`config.mk`:
```
export PLATFORM = sky130hd
export DESIGN_NAME = bffa_ctrl
export DESIGN_NICKNAME = d
export VERILOG_FILES = /design/src/bffa_pkg.sv /design/src/bffa_ctrl.sv
export SDC_FILE = /design/constraint.sdc
export NUM_CORES = 1
export LEC_CHECK = 0
export BUFFER_PORTS_ARGS = -buffer_cell sky130_fd_sc_hd__buf_2
export CAP_MARGIN = 20
export CELL_PAD_IN_SITES_DETAIL_PLACEMENT = 0
export CELL_PAD_IN_SITES_GLOBAL_PLACEMENT = 1
export CORE_AREA = 2 2 39 41
export DETAILED_ROUTE_END_ITERATION = 7
export DIE_AREA = 0 0 41 43
export GPL_ROUTABILITY_DRIVEN = 0
export MAX_ROUTING_LAYER = met4
export PLACE_DENSITY_LB_ADDON = 0.1
export SYNTH_ARGS = -nofsm -noshare
export SYNTH_HDL_FRONTEND = slang
export SYNTH_SLANG_ARGS = --single-unit
export TNS_END_PERCENT = 20
```
`constraint.sdc`:
```
create_clock -name clock -period 0.9 [get_ports clock]
set_input_delay 0.18 -clock clock [delete_from_list [all_inputs] [get_ports clock]]
set_output_delay 0.18 -clock clock [all_outputs]
set_load 0.05 [all_outputs]
```
`src/bffa_pkg.sv`:
```
package bffa_pkg;

   // Heap geometry: the usable heap is the smaller of the heap size and the bitmap capacity.
   localparam int HEAP_BYTES = 4096;
   localparam int MAP_BYTES  = 512;
   localparam int HEAP_SIZE  = (HEAP_BYTES < MAP_BYTES * 8) ? HEAP_BYTES : MAP_BYTES * 8;
   localparam int SCAN_BYTES = (HEAP_SIZE + 7) / 8;
   localparam int ADDR_W     = $clog2(SCAN_BYTES);
   localparam int PTR_W      = ADDR_W + 1;

   // Field widths of the request and response.
   localparam int OFF_W = 12;
   localparam int LEN_W = 13;
   localparam int ST_W  = 2;

   typedef enum logic [ST_W-1:0] {
      ST_OK      = 2'd0,
      ST_NOSPACE = 2'd1,
      ST_BAD     = 2'd2
   } status_type;

   typedef enum logic [2:0] {
      S_CLEAR,
      S_IDLE,
      S_SCAN,
      S_SETUP,
      S_MARK,
      S_DONE
   } state_type;

   // Commands from the controller to the datapath.
   typedef struct packed {
      logic clear;
      logic load;
      logic scan;
      logic setup;
      logic mark;
      logic set_nospace;
      logic respond;
   } ctrl_cmd_type;

   // Status from the datapath back to the controller.
   typedef struct packed {
      logic clear_last;
      logic req_bad;
      logic req_free;
      logic scan_found;
      logic scan_last;
      logic mark_last;
   } dp_status_type;

endpackage

```
`src/bffa_ctrl.sv`:
```
module bffa_ctrl (
   input  logic                    clock,
   input  logic                    reset,
   input  logic                    start,
   output logic                    busy,
   input  bffa_pkg::dp_status_type dp_status,
   output bffa_pkg::ctrl_cmd_type  cmd
);
   import bffa_pkg::*;

   state_type state_ff;
   state_type state_in;

   // State register; reset begins the bitmap clearing pass.
   always_ff @(posedge clock) begin
      if (reset) begin
         state_ff <= S_CLEAR;
      end else begin
         state_ff <= state_in;
      end
   end

   // Next state.
   always_comb begin
      state_in = state_ff;
      case (state_ff)
         S_CLEAR: begin
            if (dp_status.clear_last) state_in = S_IDLE;
         end
         S_IDLE: begin
            if (start) begin
               if (dp_status.req_bad)       state_in = S_DONE;
               else if (dp_status.req_free) state_in = S_SETUP;
               else                         state_in = S_SCAN;
            end
         end
         S_SCAN: begin
            if (dp_status.scan_found)     state_in = S_SETUP;
            else if (dp_status.scan_last) state_in = S_DONE;
         end
         S_SETUP: begin
            state_in = S_MARK;
         end
         S_MARK: begin
            if (dp_status.mark_last) state_in = S_DONE;
         end
         S_DONE: begin
            state_in = S_IDLE;
         end
         default: begin
            state_in = S_IDLE;
         end
      endcase
   end

   // Commands to the datapath.
   always_comb begin
      cmd  = '0;
      busy = 1'b1;
      case (state_ff)
         S_CLEAR: begin
            cmd.clear = 1'b1;
         end
         S_IDLE: begin
            busy     = 1'b0;
            cmd.load = start;
         end
         S_SCAN: begin
            cmd.scan        = 1'b1;
            cmd.set_nospace = dp_status.scan_last && !dp_status.scan_found;
         end
         S_SETUP: begin
            cmd.setup = 1'b1;
         end
         S_MARK: begin
            cmd.mark = 1'b1;
         end
         S_DONE: begin
            cmd.respond = 1'b1;
         end
         default: begin
            cmd = '0;
         end
      endcase
   end

endmodule

```
==> metrics.log, run 1 <==
[metrics] required time reported for the critical path endpoint: 0.72 ns
[metrics] post-DP HPWL: 671 µm
[metrics] start point of the critical path: state_ff[0]$_SDFFE_PP0P_
[metrics] antenna violations before repair: 0
[metrics] hold buffer count at CTS: 0
[metrics] Die Footprint: 1760 µm²
[metrics] Avg Cell Area, Syn: 8.00 µm²
[metrics] worst-case headroom to the max-slew limit: 0.900
[metrics] final sum of negative setup slack: -3.58 ns
[metrics] start point of the worst min-delay path: reset
[metrics] count of buffers from port buffering: 16
[metrics] min-delay worst type: input port to register
[metrics] antenna fix cells: 0
[metrics] number of distinct standard cells referenced by the synthesized netlist: 21
[metrics] largest registers: state_ff (3)
[metrics] instance area after placement: 497 µm²
[metrics] Net Count, Synth: 42
[metrics] buffers plus inverters on the worst setup path: 2
[metrics] vias in the first global route: 380
[metrics] Cell Chain, Critical Path: inv_4, or3_1, buf_6
[metrics] cell with the largest stage delay on the worst path: sky130_fd_sc_hd__dfxtp_4
[metrics] Peak VDD IR: roughly 0.53 mV
[metrics] worst reg2reg path startpoint: state_ff[1]$_SDFFE_PP0P_
[metrics] clock-pin transition on the worst setup and hold timing paths: 0.04 ns
[metrics] Clock H-tree levels: 1
[metrics] final number of max-transition violations: 0
[metrics] clock latency reported for the late side of the worst-skew pair: ~0.23 ns
[metrics] nets: 74
[metrics] core outline area: ~1400 µm²
[metrics] synthesis-to-layout area growth: 134%
[metrics] Crit path max-delay family: flip-flops
[metrics] unrepaired setup endpoints after global routing: true
[metrics] sequential-to-total area share from yosys stat: 0.227
[metrics] Tightest Pin Transition: around 0.15 ns
[metrics] number of sinks driven by the clock tree: 3
[metrics] outcome: finished, violations left
[metrics] Final Hold Violating Endpoints: 0
[metrics] highest-count cells in the layout ignoring fill and taps: sky130_fd_sc_hd__buf_4, sky130_fd_sc_hd__buf_2, sky130_fd_sc_hd__buf_6
[metrics] Finished Cell Area: 617 µm²
[metrics] Power Dens Cells: 1210 nW/µm²
[metrics] number of maximum-capacitance constraint violations: 0
[metrics] crit path setup slack, layout: -0.417 ns
[metrics] portion of the clock cycle consumed by the worst path in the final layout: 1.46
[metrics] Synth Instances: 33
[metrics] first-pass iteration count of the detailed router: 2
[metrics] number of setup violations in the final report: 11
[metrics] largest net degree at the start of global routing: 8
[metrics] upper clock frequency limit: 0.759 GHz
[metrics] die extent in x: approximately 41 µm
[metrics] CP Capture Type: output port
[metrics] count of warnings emitted by yosys: 0
[metrics] register with the most flip-flops: state_ff
[metrics] post-detailed-route count of antenna-violating nets: 0
[metrics] CTS tree: built
[metrics] final hold slack: 0.132 ns
[metrics] netlist area before placement: 264 µm²
[metrics] via total after detailed routing: ~350
[metrics] startpoint class of the critical path: register
[metrics] first-pass GRT wire length: 1.43 mm
[metrics] wire per inst: between 10 and 15 µm
[metrics] CP Data Arrival Time: roughly 1.1 ns
[metrics] total wirelength of the detailed-routed design: 803 µm
[metrics] placed cell count: 75
[metrics] class of the most critical setup path: register to output port
[metrics] final critical delay including setup and external delays: ~1.3 ns
[metrics] count of state elements after synthesis: 3
[metrics] number of placed I/O pins: 17
[metrics] # DRC: 0
[metrics] biggest cell delay along the critical path: 0.37 ns
[metrics] commonest non-fill, non-tap cell in the layout: sky130_fd_sc_hd__buf_4
[metrics] largest fanout of any net on the critical path: 4
[metrics] fraction of final layout cells sized beyond drive strength 1: 0.750
[metrics] row count: 14
[metrics] root cell of the clock tree: sky130_fd_sc_hd__clkbuf_4
[metrics] number of flip-flops in the largest register: 3
[metrics] vias per std cell: 4.41
[metrics] TritonCTS buffer count: 3
[metrics] fin cells: 80
[metrics] floorplan die height: 43 µm
[metrics] failing checks: setup timing
[metrics] maximum clock skew at final layout: 0.000635 ns
[metrics] placement-stage worst setup slack: -0.294 ns
[metrics] starting density of the core: 0.191
[metrics] CTS max path bufs: 2
[metrics] 1st-iter DRT viols: 1
[metrics] remaining global-route overflow: 0
[metrics] standby leakage power: 0.274 nW
[metrics] total track usage: 0.120
-- Yosys cell counts --
| master | instances | share of area |
|---|---|---|
| sky130_fd_sc_hd__o221a_1 | 1 | 0.043 |
| sky130_fd_sc_hd__inv_1 | 2 | 0.028 |
| sky130_fd_sc_hd__nor3b_1 | 2 | 0.057 |
| sky130_fd_sc_hd__o21a_1 | 1 | 0.028 |
| sky130_fd_sc_hd__mux2i_1 | 1 | 0.038 |
| sky130_fd_sc_hd__nor3_2 | 1 | 0.038 |
| sky130_fd_sc_hd__o21bai_1 | 1 | 0.028 |
| sky130_fd_sc_hd__a21oi_1 | 3 | 0.057 |
| sky130_fd_sc_hd__nor2b_1 | 1 | 0.024 |
| sky130_fd_sc_hd__or3_1 | 1 | 0.024 |
| sky130_fd_sc_hd__dfxtp_1 | 3 | 0.23 |
| sky130_fd_sc_hd__nand2b_1 | 1 | 0.024 |
| sky130_fd_sc_hd__and4bb_1 | 1 | 0.047 |
| sky130_fd_sc_hd__buf_2 | 1 | 0.019 |
| sky130_fd_sc_hd__buf_6 | 2 | 0.085 |
| sky130_fd_sc_hd__o32a_1 | 1 | 0.038 |
| sky130_fd_sc_hd__nand2_2 | 1 | 0.024 |
| sky130_fd_sc_hd__and2_1 | 2 | 0.047 |
| sky130_fd_sc_hd__nor3_1 | 3 | 0.057 |
| sky130_fd_sc_hd__nor2_1 | 3 | 0.043 |
| sky130_fd_sc_hd__a31oi_1 | 1 | 0.024 |
-- power by group --
| group | leakage, nW | internal (mW) | switching, mW |
|---|---|---|---|
| Combinational | 0.232 | 0.168 | 0.178 |
| Sequential | 0.0264 | 0.143 | 0.0188 |
| Clock | 0.0150 | 0.166 | 0.0727 |
| Total | 0.274 | 0.478 | 0.270 |
-- per-layer routing --
metal	vias up	share of wire	GRT usage
met5	-	0	-
met4	0	0.010	0.0800
met3	2	0.046	0.0157
met2	11	0.52	0.178
met1	158	0.42	0.144
li1	182	-	-
-- worst paths after layout --
| kind | endpoint | slack [ns] | depth (start not counted) |
|---|---|---|---|
| worst min register to register | state_ff[1]$_SDFFE_PP0P_ | 0.73 | 3 |
| worst min-delay path | state_ff[1]$_SDFFE_PP0P_ | 0.13 | 2 |
| worst max register to register | state_ff[2]$_SDFFE_PP0P_ | -0.29 | 5 |
| worst max-delay path | busy | -0.42 | 3 |
-- repair_timing --
item | in CTS | in global routing
resized for setup | 27 | 3
pin swaps | 3 | 0
endpoints found under the setup margin | 11 | 11
setup buffers | 1 | 0
-- metrics by stage --
stage	total power [mW]	util
after floorplan	0.357	-
after global placement	0.454	0.359
after detailed placement	0.457	0.359
after CTS	0.748	0.439
after global routing	0.788	0.446
final	0.748	0.446
-- final cells by class --
type                    count  area (µm²)
multi-input cells          25         241
fillers                   135         767
inverters                   2        10.0
well taps                  16        20.0
flip-flops and latches      3        68.8
repair buffers             30         250
clock buffers               4        26.3
-- cell families (layout without fill, tap and decap cells) --
family                 Yosys count  in the layout  share of synthesized area
DFF                              3              3                      0.227
AOI/OAI and AO/OA                8              8                      0.218
muxes                            1              1                     0.0379
and+or+nand+nor                 16             16                      0.384
buffers and inverters            5             36                      0.133
(Power assumes the default switching activity.)
==> inputs of run 2 (changes only) <==
--- a/config.mk
+++ b/config.mk
@@ -6,7 +6,7 @@
 export NUM_CORES = 1
 export LEC_CHECK = 0
 export BUFFER_PORTS_ARGS = -buffer_cell sky130_fd_sc_hd__buf_2
-export CAP_MARGIN = 20
+export CAP_MARGIN = 25
 export CELL_PAD_IN_SITES_DETAIL_PLACEMENT = 0
 export CELL_PAD_IN_SITES_GLOBAL_PLACEMENT = 1
 export CORE_AREA = 2 2 39 41
@@ -15,6 +15,7 @@
 export GPL_ROUTABILITY_DRIVEN = 0
 export MAX_ROUTING_LAYER = met4
 export PLACE_DENSITY_LB_ADDON = 0.1
+export SLEW_MARGIN = 15
 export SYNTH_ARGS = -nofsm -noshare
 export SYNTH_HDL_FRONTEND = slang
 export SYNTH_SLANG_ARGS = --single-unit
==> constraint.sdc (replaced) <==
create_clock -name clock -period 1.4 [get_ports clock]
set_input_delay 0.28 -clock clock [delete_from_list [all_inputs] [get_ports clock]]
set_output_delay 0.28 -clock clock [all_outputs]
set_load 0.05 [all_outputs]
==> metrics.log, run 2 (synthesis gave the netlist of run 1 again) <==
[metrics] outcome: finished, violations left
[metrics] fraction of power consumed by sequential logic: 0.240
[metrics] CTS tree: built
[metrics] Power Dens Cells: a little over 800 nW/µm²
[metrics] total track usage: 0.109
[metrics] antenna violations before repair: 0
[metrics] final number of max-transition violations: 0
[metrics] worst reg2reg path startpoint: state_ff[1]$_SDFFE_PP0P_
[metrics] cell with the largest stage delay on the worst path: sky130_fd_sc_hd__or3_1
[metrics] Crit path max-delay family: simple AND/OR/NAND/NOR gates
[metrics] root cell of the clock tree: sky130_fd_sc_hd__clkbuf_4
[metrics] core outline area: 1380 µm²
[metrics] crit path setup slack, layout: -0.0214 ns
[metrics] global routing usage on met2: 0.169
[metrics] number of sinks driven by the clock tree: 3
[metrics] switching power share of the total: 0.365
[metrics] remaining global-route overflow: 0
[metrics] failing checks: setup timing
[metrics] area taken by flip-flops and latches: 71.3 µm²
[metrics] Peak VDD IR: 0.401 mV
[metrics] CP Capture Type: output port
[metrics] first-pass iteration count of the detailed router: 2
[metrics] number of placed I/O pins: 17
[metrics] largest net degree at the start of global routing: 8
[metrics] first-pass GRT wire length: 1.29 mm
[metrics] hold buffer count at CTS: 0
[metrics] Gate power share: 0.419
[metrics] biggest cell delay along the critical path: 0.39 ns
[metrics] Finished Cell Area: 537 µm²
[metrics] Die Footprint: 1760 µm²
[metrics] register with the most flip-flops: state_ff
[metrics] class of the most critical setup path: register to output port
[metrics] maximum clock skew at final layout: 0.00101 ns
[metrics] CTS max path bufs: 2
[metrics] unrepaired setup endpoints after global routing: true
[metrics] highest-count cells in the layout ignoring fill and taps: sky130_fd_sc_hd__buf_2, sky130_fd_sc_hd__buf_6, sky130_fd_sc_hd__buf_4
[metrics] 1st-iter DRT viols: 3
[metrics] internal reg-to-reg setup slack: about 0.21 ns
[metrics] number of flip-flops in the largest register: 3
[metrics] starting density of the core: 0.191
[metrics] met3 GRT Util: 0.0157
[metrics] clock latency reported for the late side of the worst-skew pair: 0.23 ns
[metrics] Clk network pwr share: 0.340
[metrics] vias in the first global route: about 320
[metrics] commonest non-fill, non-tap cell in the layout: sky130_fd_sc_hd__buf_2
[metrics] number of setup violations in the final report: 1
[metrics] Worst R2R Path Depth: 5
[metrics] fraction of final layout cells sized beyond drive strength 1: 0.719
[metrics] die extent in x: 41 µm
[metrics] required time reported for the critical path endpoint: 1.12 ns
[metrics] clock-pin transition on the worst setup and hold timing paths: 0.04 ns
[metrics] Clock H-tree levels: 1
[metrics] row count: 14
[metrics] CP Data Arrival Time: 1.14 ns
[metrics] busiest layer in global routing: met2
[metrics] post-DP HPWL: 589 µm
[metrics] net switching power: ~0.16 mW
[metrics] # DRC: 0
[metrics] Fill cells: around 150
[metrics] antenna fix cells: 0
[metrics] final critical delay including setup and external delays: 1.42 ns
[metrics] total wirelength of the detailed-routed design: approximately 750 µm
[metrics] Final Hold Violating Endpoints: 0
[metrics] TritonCTS buffer count: 3
[metrics] internal power: ~0.28 mW
[metrics] nets: 67
[metrics] startpoint class of the critical path: register
[metrics] wire per inst: 10.2 µm
[metrics] portion of the clock cycle consumed by the worst path in the final layout: 1.02
[metrics] synthesis-to-layout area growth: 103%
[metrics] buffers plus inverters on the worst setup path: 1
[metrics] sink of the worst hold path: state_ff[1]$_SDFFE_PP0P_
[metrics] largest registers: state_ff (3)
[metrics] count of buffers from port buffering: 16
[metrics] Hold Path Depth: 2
[metrics] Tightest Pin Transition: approximately 0.25 ns
[metrics] start point of the worst min-delay path: reset
[metrics] multi-input logic area: 228 µm²
[metrics] upper clock frequency limit: 0.704 GHz
[metrics] largest fanout of any net on the critical path: 7
[metrics] via total after detailed routing: 322
[metrics] floorplan die height: roughly 43 µm
[metrics] worst-case headroom to the max-slew limit: 0.836
[metrics] Power, Total: 0.437 mW
[metrics] post-layout util: 0.388
[metrics] post-detailed-route count of antenna-violating nets: 0
[metrics] min-delay worst type: input port to register
[metrics] Critical R2R Capture: state_ff[2]$_SDFFE_PP0P_
[metrics] routing usage on met1: 0.128
[metrics] Cell Chain, Critical Path: or3_1, buf_6
[metrics] vias per std cell: 4.41
[metrics] number of maximum-capacitance constraint violations: 0
[metrics] instance area after placement: about 390 µm²
[metrics] standby leakage power: 0.239 nW
## run 2: area by class of cell
type	instances	area share
Inverter	2	0.0186
Sequential cell	3	0.133
Timing Repair Buffer	23	0.338
Tap cell	16	0.0373
Clock buffer	4	0.0490
Multi-Input combinational cell	25	0.424
## run 2: worst max-delay path by stage
stage          slack, ns                     start      to  depth (start not counted)
2_1_floorplan      -0.13  state_ff[0]$_SDFFE_PP0P_  cmd[1]                          4
3_3_place_gp        0.05  state_ff[0]$_SDFFE_PP0P_  cmd[2]                          4
3_5_place_dp        0.02  state_ff[2]$_SDFFE_PP0P_  cmd[0]                          2
4_1_cts            -0.03  state_ff[0]$_SDFFE_PP0P_    busy                          3
5_1_grt            -0.05  state_ff[1]$_SDFFE_PP0P_  cmd[3]                          3
6_report           -0.02  state_ff[2]$_SDFFE_PP0P_    busy                          2
## run 2: repair_timing
action,4_1_cts,5_1_grt
buffers inserted,3,1
cloned,0,0
resized for setup,24,4
hold endpoints to repair,0,0
setup endpoints to repair,8,7
## run 2: routing by layer
layer	routed length (µm)	part of all wire
met1	306	0.41
met4	0	0
met5	0	0
met2	393	0.53
met3	45	0.060
## run 2: worst reg2reg max path, delay by kind of cell (launching register included)
kind	cells	cell delay (ns)
buffers and inverters	2	0.27
AO/OA/AOI/OAI	3	0.45
flip-flops	1	0.36
## run 2: power by group through the flow
stage | Combinational, mW | Sequential (mW) | Clock (mW)
2_1_floorplan | 0.119 | 0.0962 | 0
3_3_place_gp | 0.146 | 0.105 | 0
3_5_place_dp | 0.145 | 0.106 | 0
4_1_cts | 0.177 | 0.103 | 0.152
5_1_grt | 0.196 | 0.107 | 0.154
6_report | 0.183 | 0.105 | 0.149
## run 2: per-stage QoR
step,setup slack [ns],hold WS (ns),TNS (ns),instances
floorplan,-0.128,0.351,-0.318,33
global placement,0.0466,0.483,0,65
detailed placement,0.0186,0.490,0,65
CTS,-0.0331,0.240,-0.0748,72
global route,-0.0514,0.248,-0.210,73
finish,-0.0214,0.244,-0.0214,73
==> inputs of run 3 (changes only) <==
--- a/config.mk
+++ b/config.mk
@@ -7,11 +7,10 @@
 export LEC_CHECK = 0
 export BUFFER_PORTS_ARGS = -buffer_cell sky130_fd_sc_hd__buf_2
 export CAP_MARGIN = 25
-export CELL_PAD_IN_SITES_DETAIL_PLACEMENT = 0
-export CELL_PAD_IN_SITES_GLOBAL_PLACEMENT = 1
-export CORE_AREA = 2 2 39 41
+export CELL_PAD_IN_SITES_DETAIL_PLACEMENT = 2
+export CELL_PAD_IN_SITES_GLOBAL_PLACEMENT = 2
+export CORE_UTILIZATION = 19
 export DETAILED_ROUTE_END_ITERATION = 7
-export DIE_AREA = 0 0 41 43
 export GPL_ROUTABILITY_DRIVEN = 0
 export MAX_ROUTING_LAYER = met4
 export PLACE_DENSITY_LB_ADDON = 0.1
==> constraint.sdc (replaced) <==
create_clock -name clock -period 1.4 [get_ports clock]
set_input_delay 0.07 -clock clock [delete_from_list [all_inputs] [get_ports clock]]
set_output_delay 0.07 -clock clock [all_outputs]
set_load 0.05 [all_outputs]
==> metrics.log, run 3 (synthesis gave the netlist of run 1 again) <==
[metrics] Power Dens Cells: 1050 nW/µm²
[metrics] Peak VDD IR: 0.313 mV
[metrics] die extent in x: between 30 and 40 µm
[metrics] commonest non-fill, non-tap cell in the layout: sky130_fd_sc_hd__buf_2
[metrics] upper clock frequency limit: 0.762 GHz
[metrics] TritonCTS buffer count: 3
[metrics] CP Capture Type: output port
[metrics] Die Footprint: 1540 µm²
[metrics] floorplan die height: 39.3 µm
[metrics] critical path depth: 4
[metrics] portion of the clock cycle consumed by the worst path in the final layout: 0.937
[metrics] worst-case headroom to the max-slew limit: 0.837
[metrics] first-pass GRT wire length: 1.36 mm
[metrics] core outline area: 1300 µm²
[metrics] start point of the worst min-delay path: reset
[metrics] buffers plus inverters on the worst setup path: 1
[metrics] nets: 60
[metrics] crit path setup slack, layout: between 0.08 and 0.09 ns
[metrics] Power, Total: between 0.3 and 0.4 mW
[metrics] first-pass iteration count of the detailed router: 2
[metrics] starting density of the core: 0.203
[metrics] internal reg-to-reg setup slack: 0.40 ns
[metrics] # DRC: 0
[metrics] end point of the critical path: cmd[1]
[metrics] startpoint class of the critical path: register
[metrics] placed cell count: 61
[metrics] number of sinks driven by the clock tree: 3
[metrics] Worst R2R Path Depth: 3
[metrics] register with the most flip-flops: state_ff
[metrics] largest fanout of any net on the critical path: 9
[metrics] total wirelength of the detailed-routed design: 865 µm
[metrics] clock latency reported for the late side of the worst-skew pair: 0.24 ns
[metrics] outcome: complete, no violations
[metrics] final hold slack: 0.0173 ns
[metrics] largest registers: state_ff (3)
[metrics] placement-stage worst setup slack: 0.177 ns
[metrics] antenna violations before repair: 0
[metrics] post-CTS setup buffer count: 0
[metrics] root cell of the clock tree: sky130_fd_sc_hd__clkbuf_4
[metrics] synthesis-to-layout area growth: 44.1%
[metrics] Crit path max-delay family: simple AND/OR/NAND/NOR gates
[metrics] Fill cells: roughly 160
[metrics] antenna fix cells: 0
[metrics] CTS max path bufs: 2
[metrics] standby leakage power: 0.176 nW
[metrics] min-delay worst type: input port to register
[metrics] highest-count cells in the layout ignoring fill and taps: sky130_fd_sc_hd__buf_2, sky130_fd_sc_hd__clkbuf_4, sky130_fd_sc_hd__nor3_1, sky130_fd_sc_hd__a21oi_1
[metrics] CTS tree: built
[metrics] instance area after placement: 343 µm²
[metrics] Hold Path Depth: 2
[metrics] fraction of final layout cells sized beyond drive strength 1: 0.520
[metrics] row count: 13
[metrics] Cell Chain, Critical Path: nand2b_1, nor2_2, and2_1, clkbuf_4
[metrics] via total after detailed routing: 310
[metrics] number of setup violations in the final report: 0
[metrics] number of flip-flops in the largest register: 3
[metrics] maximum clock skew at final layout: 0.00232 ns
[metrics] remaining global-route overflow: 0
[metrics] vias in the first global route: 293
[metrics] Clock H-tree levels: 1
[metrics] wire per inst: 13.3 µm
[metrics] clock-pin transition on the worst setup and hold timing paths: 0.04 ns
[metrics] Tightest Pin Transition: 0.245 ns
[metrics] required time reported for the critical path endpoint: 1.33 ns
[metrics] final sum of negative setup slack: 0 ns
[metrics] class of the most critical setup path: register to output port
[metrics] hold buffer count at CTS: 0
[metrics] post-detailed-route count of antenna-violating nets: 0
[metrics] fin cells: 65
[metrics] cell with the largest stage delay on the worst path: sky130_fd_sc_hd__dfxtp_4
[metrics] total track usage: 0.153
[metrics] count of buffers from port buffering: 16
[metrics] Final Hold Violating Endpoints: 0
[metrics] CP Data Arrival Time: 1.24 ns
[metrics] biggest cell delay along the critical path: 0.37 ns
[metrics] number of maximum-capacitance constraint violations: 0
[metrics] final number of max-transition violations: 0
[metrics] vias per std cell: 4.77
[metrics] worst reg2reg path startpoint: state_ff[2]$_SDFFE_PP0P_
[metrics] start point of the critical path: state_ff[0]$_SDFFE_PP0P_
[metrics] Critical R2R Capture: state_ff[0]$_SDFFE_PP0P_
[metrics] final critical delay including setup and external delays: 1.31 ns
[metrics] post-DP HPWL: 646 µm
[metrics] number of placed I/O pins: 17
[metrics] post-layout util: 0.292
[metrics] largest net degree at the start of global routing: 13
[metrics] Finished Cell Area: approximately 380 µm²
[metrics] unrepaired setup endpoints after global routing: false
[metrics] 1st-iter DRT viols: 1
-- run 3: cell types whose count changed in the layout (fill, tap and decap cells not counted), moves of 2 or more --
cell and change:
sky130_fd_sc_hd__nor3_1 +2, sky130_fd_sc_hd__buf_6 -7, sky130_fd_sc_hd__buf_4 -5, sky130_fd_sc_hd__nor3b_4 -2
sky130_fd_sc_hd__nor2_4 -2, sky130_fd_sc_hd__buf_2 +5, sky130_fd_sc_hd__and2_1 +2, sky130_fd_sc_hd__nor3_2 -2
-- run 3: how the worst min path moves through the flow --
stage / end / slack [ns]
after global routing: state_ff[1]$_SDFFE_PP0P_ / 0.03
after floorplan: state_ff[1]$_SDFFE_PP0P_ / 0.14
after detailed placement: state_ff[1]$_SDFFE_PP0P_ / 0.28
after global placement: state_ff[1]$_SDFFE_PP0P_ / 0.28
final: state_ff[1]$_SDFFE_PP0P_ / 0.02
after CTS: state_ff[1]$_SDFFE_PP0P_ / 0.02
-- run 3: area by class of cell --
type	count	area [µm²]	share of cell area
clock buffers	4	26.3	0.0691
inverters	2	7.51	0.0197
multi-input cells	25	176	0.464
flip-flops and latches	3	68.8	0.181
well taps	15	18.8	0.0493
repair buffers	16	82.6	0.217
-- run 3: what timing repair did --
action,CTS,global route
pin swaps,0,0
gates resized for setup,3,3
endpoints found under the setup margin,4,3
-- run 3: where the power goes --
part	internal (mW)	switching, mW
sequential	0.0920	0.0176
clock	0.108	0.0582
combinational	0.0406	0.0840
total	0.240	0.160
-- run 3: routing by layer --
layer / routed length (µm) / track usage / vias to the layer above
met5: 0 / - / -
met4: 39 / 0.207 / 0
met3: 29 / 0.0170 / 4
met2: 416 / 0.217 / 12
met1: 379 / 0.160 / 143
li1: - / - / 151
